`src/rtl/twh_pkg.sv`:
```
`default_nettype none

package twh_pkg;

  // Field and register widths
  localparam int HASH_W     = 32;
  localparam int HALF_W     = 16;
  localparam int WORD_W     = 16;
  localparam int BYTE_W     = 8;
  localparam int COUNT_W    = 31;
  localparam int CFG_IDX_W  = 1;
  localparam int CFG_DATA_W = 31;

  // Request function codes
  typedef enum logic {
    FUNC_START = 1'b0,
    FUNC_DATA  = 1'b1
  } func_t;

  // Configuration register indexes
  localparam logic [CFG_IDX_W-1:0] REG_WORD_COUNT = 1'b0;
  localparam logic [CFG_IDX_W-1:0] REG_MASK_LAST  = 1'b1;

endpackage

`default_nettype wire

```
`src/rtl/twh_if.sv`:
```
`default_nettype none

// Request channel: function code and data word
interface twh_req_if;
  logic                           valid;
  logic                           ready;
  logic                           func;
  logic [twh_pkg::WORD_W-1:0]     data_word;

  modport source (output valid, func, data_word, input ready);
  modport sink   (input valid, func, data_word, output ready);
endinterface

// Result channel: running hash and completion flag
interface twh_res_if;
  logic                           valid;
  logic                           ready;
  logic [twh_pkg::HASH_W-1:0]     hash_value;
  logic                           done_res;

  modport source (output valid, hash_value, done_res, input ready);
  modport sink   (input valid, hash_value, done_res, output ready);
endinterface

`default_nettype wire

```
`src/rtl/two_pass_word_hash.sv`:
```
// Two-pass word hash over a stream of 16-bit little-endian words.
// Channels: req (func, data_word) in, res (hash_value, done_res) out, both
// valid/ready; a request moves when valid and ready are high at a clock edge.
// Every request gives exactly one result. A start request clears the hash and
// loads the countdown from word_count; the word stream then goes in twice.
// done_res rises on the result of the last word of pass two.
// Configuration: cfg_we with cfg_index (0 word_count, 1 mask_last_byte) and
// cfg_data; write only while no request is in flight.
// A request taken goes through the input register, then the result register.
// Throughput: one request per cycle unless the receiver stalls; the hash update
// between them is a 32-bit add, a compare, a subtract and three 16-bit adds.
// Reset (rst, synchronous): pipeline empty, hash 0, block complete, so data
// words before a start just return hash 0 with done_res set.
// When the receiver stalls the result register holds, the input register
// fills, and req.ready drops only once both are occupied.
`default_nettype none

module two_pass_word_hash (
  input  wire logic                               clk,
  input  wire logic                               rst,
  input  wire logic                               cfg_we,
  input  wire logic [twh_pkg::CFG_IDX_W-1:0]      cfg_index,
  input  wire logic [twh_pkg::CFG_DATA_W-1:0]     cfg_data,
  twh_req_if.sink                                 req,
  twh_res_if.source                               res
);

  // Configuration registers
  logic [twh_pkg::COUNT_W-1:0] word_count;
  logic                        mask_last_byte;

  // Input register
  logic                        s1_valid;
  logic                        s1_func;
  logic [twh_pkg::WORD_W-1:0]  s1_word;

  // Hash state
  logic [twh_pkg::HASH_W-1:0]  hash_acc, hash_acc_next;
  logic [twh_pkg::COUNT_W-1:0] words_left, words_left_next;
  logic                        second_pass, second_pass_next;
  logic                        complete, complete_next;

  // Result register
  logic                        o_valid;
  logic [twh_pkg::HASH_W-1:0]  o_hash;
  logic                        o_done;

  logic                        advance;
  logic                        step;
  logic [twh_pkg::WORD_W-1:0]  word_eff;
  logic [twh_pkg::HASH_W-1:0]  mixed;
  logic [twh_pkg::COUNT_W-1:0] left_dec;

  // Handshake: result register empties or moves on, input register follows
  assign advance   = !o_valid || res.ready;
  assign step      = s1_valid && advance;
  assign req.ready = !s1_valid || advance;

  // Configuration writes
  always_ff @(posedge clk) begin
    if (rst) begin
      word_count     <= '0;
      mask_last_byte <= 1'b0;
    end else if (cfg_we) begin
      case (cfg_index)
        twh_pkg::REG_WORD_COUNT: word_count     <= cfg_data[twh_pkg::COUNT_W-1:0];
        twh_pkg::REG_MASK_LAST:  mask_last_byte <= cfg_data[0];
        default: ;
      endcase
    end
  end

  // Input register
  always_ff @(posedge clk) begin
    if (rst) begin
      s1_valid <= 1'b0;
    end else if (req.ready) begin
      s1_valid <= req.valid;
    end
    if (req.valid && req.ready) begin
      s1_func <= req.func;
      s1_word <= req.data_word;
    end
  end

  // Last word of a pass may keep only its low byte
  always_comb begin
    word_eff = s1_word;
    if (mask_last_byte && words_left == twh_pkg::COUNT_W'(1)) begin
      word_eff = {{(twh_pkg::WORD_W-twh_pkg::BYTE_W){1'b0}}, s1_word[twh_pkg::BYTE_W-1:0]};
    end
  end

  twh_mix u_mix (
    .hash_in  (hash_acc),
    .word     (word_eff),
    .count    (words_left[twh_pkg::HALF_W-1:0]),
    .hash_out (mixed)
  );

  assign left_dec = words_left - 1'b1;

  // Next state for the request in the input register
  always_comb begin
    hash_acc_next    = hash_acc;
    words_left_next  = words_left;
    second_pass_next = second_pass;
    complete_next    = complete;
    if (s1_func == twh_pkg::FUNC_START) begin
      hash_acc_next    = '0;
      words_left_next  = word_count;
      second_pass_next = 1'b0;
      complete_next    = (word_count == '0);
    end else if (!complete && words_left != '0) begin
      hash_acc_next = mixed;
      if (left_dec == '0) begin
        if (second_pass) begin
          words_left_next = '0;
          complete_next   = 1'b1;
        end else begin
          // reload for pass two
          second_pass_next = 1'b1;
          words_left_next  = word_count;
          complete_next    = (word_count == '0);
        end
      end else begin
        words_left_next = left_dec;
      end
    end else begin
      complete_next = 1'b1;
    end
  end

  // State and result register
  always_ff @(posedge clk) begin
    if (rst) begin
      hash_acc    <= '0;
      words_left  <= '0;
      second_pass <= 1'b0;
      complete    <= 1'b1;
      o_valid     <= 1'b0;
    end else if (advance) begin
      o_valid <= s1_valid;
      if (s1_valid) begin
        hash_acc    <= hash_acc_next;
        words_left  <= words_left_next;
        second_pass <= second_pass_next;
        complete    <= complete_next;
      end
    end
    if (step) begin
      o_hash <= hash_acc_next;
      o_done <= complete_next;
    end
  end

  assign res.valid      = o_valid;
  assign res.hash_value = o_hash;
  assign res.done_res   = o_done;

  // An unfinished hash always has words left to take
  a_busy_has_words: assert property (@(posedge clk) disable iff (rst)
    !complete |-> words_left != '0)
    else $error("hash busy with no words left");

  // Input stalls only when both registers are occupied and the output is held
  a_stall_cause: assert property (@(posedge clk) disable iff (rst)
    !req.ready |-> s1_valid && o_valid && !res.ready)
    else $error("input stalled without cause");

  // Hash state moves only when a request is processed
  a_hash_hold: assert property (@(posedge clk) disable iff (rst)
    (!$past(rst) && !$past(step)) |-> $stable(hash_acc))
    else $error("hash changed with no request processed");

  // Pass two ends only through a start request or reset
  a_pass_clear: assert property (@(posedge clk) disable iff (rst)
    $fell(second_pass) |->
      ($past(rst) || ($past(step) && $past(s1_func) == twh_pkg::FUNC_START)))
    else $error("second pass cleared without start");

  // Result flag matches the state it was taken from
  a_done_match: assert property (@(posedge clk) disable iff (rst)
    (!$past(rst) && $past(step)) |-> o_done == complete)
    else $error("done flag differs from state");

endmodule

`default_nettype wire

```
`src/rtl/twh_mix.sv`:
```
`default_nettype none

// Per-word hash update: add, half-word carry/subtract/add, rotate left one
module twh_mix (
  input  wire logic [twh_pkg::HASH_W-1:0] hash_in,
  input  wire logic [twh_pkg::WORD_W-1:0] word,
  input  wire logic [twh_pkg::HALF_W-1:0] count,
  output logic      [twh_pkg::HASH_W-1:0] hash_out
);

  logic [twh_pkg::HASH_W-1:0] sum;
  logic [twh_pkg::HALF_W-1:0] lo0, hi0, lo1, hi1, lo2;
  logic [twh_pkg::HALF_W:0]   hl_sum;
  logic [twh_pkg::HASH_W-1:0] mixed;

  always_comb begin
    sum    = hash_in + {{(twh_pkg::HASH_W-twh_pkg::WORD_W){1'b0}}, word};
    lo0    = sum[twh_pkg::HALF_W-1:0];
    hi0    = sum[twh_pkg::HASH_W-1:twh_pkg::HALF_W];
    // borrow from the high half bumps the low half
    lo1    = (count > hi0) ? lo0 + 1'b1 : lo0;
    hi1    = hi0 - count;
    // fold low half into high, carry bumps the low half again
    hl_sum = {1'b0, hi1} + {1'b0, lo1};
    lo2    = hl_sum[twh_pkg::HALF_W] ? lo1 + 1'b1 : lo1;
    mixed  = {hl_sum[twh_pkg::HALF_W-1:0], lo2};
    hash_out = {mixed[twh_pkg::HASH_W-2:0], mixed[twh_pkg::HASH_W-1]};
  end

endmodule

`default_nettype wire
```
`src/flat_wrapper.sv`:
```
// flat-port wrapper written by rule: the top's interface ports become plain ports
module two_pass_word_hash_flat 
  (clk, rst, cfg_we, cfg_index, cfg_data, req_valid, req_func, req_data_word, req_ready, res_valid, res_hash_value, res_done_res, res_ready);
  twh_req_if req_i ();
  twh_res_if res_i ();
  input  wire logic clk;
  input  wire logic rst;
  input  wire logic cfg_we;
  input  wire logic [twh_pkg::CFG_IDX_W-1:0] cfg_index;
  input  wire logic [twh_pkg::CFG_DATA_W-1:0] cfg_data;
  input wire logic [$bits(req_i.valid)-1:0] req_valid;
  input wire logic [$bits(req_i.func)-1:0] req_func;
  input wire logic [$bits(req_i.data_word)-1:0] req_data_word;
  output wire logic [$bits(req_i.ready)-1:0] req_ready;
  output wire logic [$bits(res_i.valid)-1:0] res_valid;
  output wire logic [$bits(res_i.hash_value)-1:0] res_hash_value;
  output wire logic [$bits(res_i.done_res)-1:0] res_done_res;
  input wire logic [$bits(res_i.ready)-1:0] res_ready;
  assign req_i.valid = req_valid;
  assign req_i.func = req_func;
  assign req_i.data_word = req_data_word;
  assign req_ready = req_i.ready;
  assign res_valid = res_i.valid;
  assign res_hash_value = res_i.hash_value;
  assign res_done_res = res_i.done_res;
  assign res_i.ready = res_ready;
  two_pass_word_hash u_core (.clk(clk), .rst(rst), .cfg_we(cfg_we), .cfg_index(cfg_index), .cfg_data(cfg_data), .req(req_i), .res(res_i));
endmodule
```
`config.mk`:
```
export PLATFORM = sky130hd
export DESIGN_NAME = two_pass_word_hash_flat
export DESIGN_NICKNAME = d
export VERILOG_FILES = /design/src/rtl/twh_pkg.sv /design/src/rtl/twh_if.sv /design/src/rtl/two_pass_word_hash.sv /design/src/rtl/twh_mix.sv /design/src/flat_wrapper.sv
export SDC_FILE = /design/constraint.sdc
export NUM_CORES = 1
export LEC_CHECK = 0
export ABC_AREA = 1
export BUFFER_PORTS_ARGS = -buffer_cell sky130_fd_sc_hd__buf_2
export CAP_MARGIN = 20
export CORE_AREA = 4 4 163 165
export DETAILED_ROUTE_END_ITERATION = 8
export DIE_AREA = 0 0 167 169
export REMOVE_ABC_BUFFERS = 1
export SLEW_MARGIN = 30
export SYNTH_ARGS = -nofsm -noshare
export SYNTH_HDL_FRONTEND = slang
export SYNTH_SLANG_ARGS = --single-unit
```
`constraint.sdc`:
```
create_clock -name clk -period 12.2 [get_ports clk]
set_input_delay 1.83 -clock clk [delete_from_list [all_inputs] [get_ports clk]]
set_output_delay 1.83 -clock clk [all_outputs]
set_load 0.02 [all_outputs]
```
==> impl_metrics.env <==
export IMPL_grt_pass1_vias=10100
export IMPL_status="complete, no violations"
export IMPL_post_cts_buffers=0
export IMPL_first_pass_iters=6
export IMPL_synth_area_leaders="dfxtp_1, edfxtp_1, nand2_1, inv_1, a21oi_1"
export IMPL_final_setup_skew_ns=0.0109
export IMPL_power_frac_seq_pct=31.4
export IMPL_num_fill_cells=2609
export IMPL_htreeDepth=4
export IMPL_clk_pin_slew_ns=0.07
export IMPL_drv_slew=0
export IMPL_ys_seq_elements=149
export IMPL_antenna_found_initial=0
export IMPL_regArea_um2=3480
export IMPL_layout_common_cells="nand2_1, inv_1, nor2_1"
export IMPL_hp_class="flip-flop to flip-flop"
export IMPL_synth_largest_area_cell="dfxtp_1"
export IMPL_fin_util_pct=48.8
export IMPL_grt_overflow_total=0
export IMPL_setup_viol=0
export IMPL_p_switching_w=0.000771
export IMPL_drive_gt1_share_pct=11.5
export IMPL_totalWireLength_um=32800
export IMPL_slew_limit_headroom_pct=44.5
export IMPL_gp_congestion=0.914
export IMPL_rsz0062_at_grt="no"
export IMPL_insertion_delay_ns=0.44
export IMPL_die_x_um=167
export IMPL_rows=58
export IMPL_core_um2=25000
export IMPL_dp_hpwl_um=24500
export IMPL_internal_power_w=0.00106
export IMPL_grt_max_degree=74
export IMPL_worst_ep_required_time_ns=12.39
export IMPL_synth_edff_count=50
export IMPL_start_kind="flip-flop"
export IMPL_port_buffers=88
export IMPL_fmax_mhz=112
export IMPL_vdd_drop_max_uv=81.6
export IMPL_worstSetupEndpointType="flip-flop"
export IMPL_syn_to_final_growth_pct=11.9
export IMPL_root_buffer="clkbuf_16"
export IMPL_cp_num_buf_inv=4
export IMPL_die_y_um=169
export IMPL_mostFrequentLayoutCell="nand2_1"
export IMPL_path_class="flip-flop to flip-flop"
export IMPL_critPathMostFrequentCell="nand2_1"
export IMPL_ctsHoldBuffers=0
export IMPL_swShare_pct=42.1
export IMPL_globalRouteTotalUtil_pct=23.0
export IMPL_period_needed_ns=8.93
export IMPL_pwr_share_clk_pct=28.6
export IMPL_dieArea_um2=28200
export IMPL_tritoncts="yes"
export IMPL_avgSynthCellArea_um2=6.67
export IMPL_powerDensity_nw_per_um2=150
export IMPL_yosysSeqAreaShare_pct=31.9
export IMPL_yosysWarnings=0
export IMPL_synth_ff_type="dfxtp_1"
export IMPL_grt_pass1_wl_um=53000
export IMPL_finalSetupTns_ns=0
export IMPL_cts_sinks=149
export IMPL_start_util_pct=43.6
export IMPL_cap_viol_max_count=0
export IMPL_path_max_fanout=12
export IMPL_drt_initial_drc_count=796
export IMPL_synth_cell_type_count=51
export IMPL_async_flop_share_pct=0
export IMPL_netlist_area_um2=10900
export IMPL_path_delay_family="simple AND/OR/NAND/NOR gates"
export IMPL_cts_resized=0
export IMPL_fin_nets=1816
export IMPL_crit_path_max_incr_delay_ns=0.59
export IMPL_crit_slowest_cell="nor4_4"
export IMPL_cts_inserted_buffers=17
export IMPL_drc=0
export IMPL_p_leak_nw=5.97
export IMPL_power_total_w=0.00183
export IMPL_arrival_ns=9.12
export IMPL_tightestPinTransition_ns=0.832
export IMPL_whs_ns=0.475
export IMPL_io_pins=89
export IMPL_yosysTopAreaCellShare_pct=18.2
export IMPL_multi_input_area_um2=6320
export IMPL_hold_viol=0
export IMPL_viasPerCell=5.26
export IMPL_cts_buffer_depth=2
export IMPL_post_drt_wl_per_cell_um=16.0
export IMPL_ant_nets=0
export IMPL_syn_inst=1637
export IMPL_finalCritPeriodShare_pct=73.2
export IMPL_vias=10800
export IMPL_p_comb_share_pct=40.0
export IMPL_diodes=0
## cell type report
class,instances,share of cell area (%)
inverters,251,7.71
multi-input cells,1191,51.7
repair buffers,96,4.10
clock buffers,17,3.48
clock inverters,15,1.11
flip-flops and latches,149,28.5
well taps,330,3.38
## cells in the mapped netlist, types with 5 or more instances
library cell and n:
o21ai_1 8, nand3_2 5, nor3_1 14, o21bai_1 5
clkbuf_1 33, buf_2 7, inv_1 240, nand3_1 93
o21ai_2 20, nor2_1 177, nand2_1 379, a22oi_1 7
xor2_1 42, nor2_2 10, a21oi_1 146, or2_2 5
a21boi_0 6, nor4_1 15, edfxtp_1 50, nor2_4 7
o21ai_0 116, nand4_1 33, dfxtp_1 99, inv_2 10
xnor2_1 14, ha_1 53
## cells by family (layout without fill, tap and decap cells)
| family | after synthesis | after routing | share of synthesized area [%] |
|---|---|---|---|
| simple gates | 751 | 751 | 29.9 |
| compound gates | 328 | 328 | 16.5 |
| buf+inv | 297 | 379 | 10.5 |
| flops | 149 | 149 | 31.9 |
| fa+ha+maj | 56 | 56 | 6.62 |
| xor+xnor | 56 | 56 | 4.49 |
## per-layer routing
| metal | vias up | part of all wire (%) | global-route usage (%) | wire length, um |
|---|---|---|---|---|
| met5 | - | 0 | 0 | 0 |
| met4 | 0 | 2.3 | 7.15 | 754 |
| met3 | 41 | 5.6 | 3.27 | 1850 |
| met2 | 314 | 45 | 37.3 | 14600 |
| met1 | 4924 | 47 | 32.0 | 15500 |
| li1 | 5494 | - | - | - |
## tightest hold or removal path: stages (launching register included)
cell and delay, ns:
dfxtp_1 0.33, a21oi_1 0.06, nand2_1 0.05
## power groups by stage
stage	Clock [W]	Sequential, W	Combinational, W
after floorplan	0	0.000588	0.000529
after global placement	0	0.000585	0.000717
after detailed placement	0	0.000585	0.000721
after CTS	0.000532	0.000574	0.000727
after global routing	0.000556	0.000578	0.000822
final	0.000524	0.000574	0.000733
## path summary, 6_finish.rpt
path              slack, ns  cells after the start                   from                        end
setup / recovery       3.27                     44  u_core.words_left[24]  u_core.res.hash_value[16]
hold / removal         0.48                      2        u_core.complete            u_core.complete
setup reg to reg       3.27                     44  u_core.words_left[24]  u_core.res.hash_value[16]
hold reg to reg        0.48                      2        u_core.complete            u_core.complete
## per-stage QoR
| stage | setup slack [ns] | cells | instance area [um2] |
|---|---|---|---|
| CTS | 3.45 | 2049 | 12200 |
| global placement | 3.41 | 2017 | 11600 |
| detailed placement | 3.54 | 2017 | 11700 |
| finish | 3.27 | 2049 | 12200 |
| floorplan | 4.32 | 1591 | 10700 |
| global route | 2.35 | 2049 | 12200 |
## flip-flops by register name, indices dropped and copies added (netlist names)
signal / cells
u_core.complete: 1
u_core.res.valid: 1
u_core.word_count: 31
u_core.words_left: 31
u_core.res.hash_value: 32
u_core.s1_valid: 1
u_core.res.done_res: 1
u_core.second_pass: 1
u_core.mask_last_byte: 1
u_core.s1_func: 1
u_core.s1_word: 16
u_core.hash_acc: 32
No activity file was read; power rests on OpenSTA's default activity.
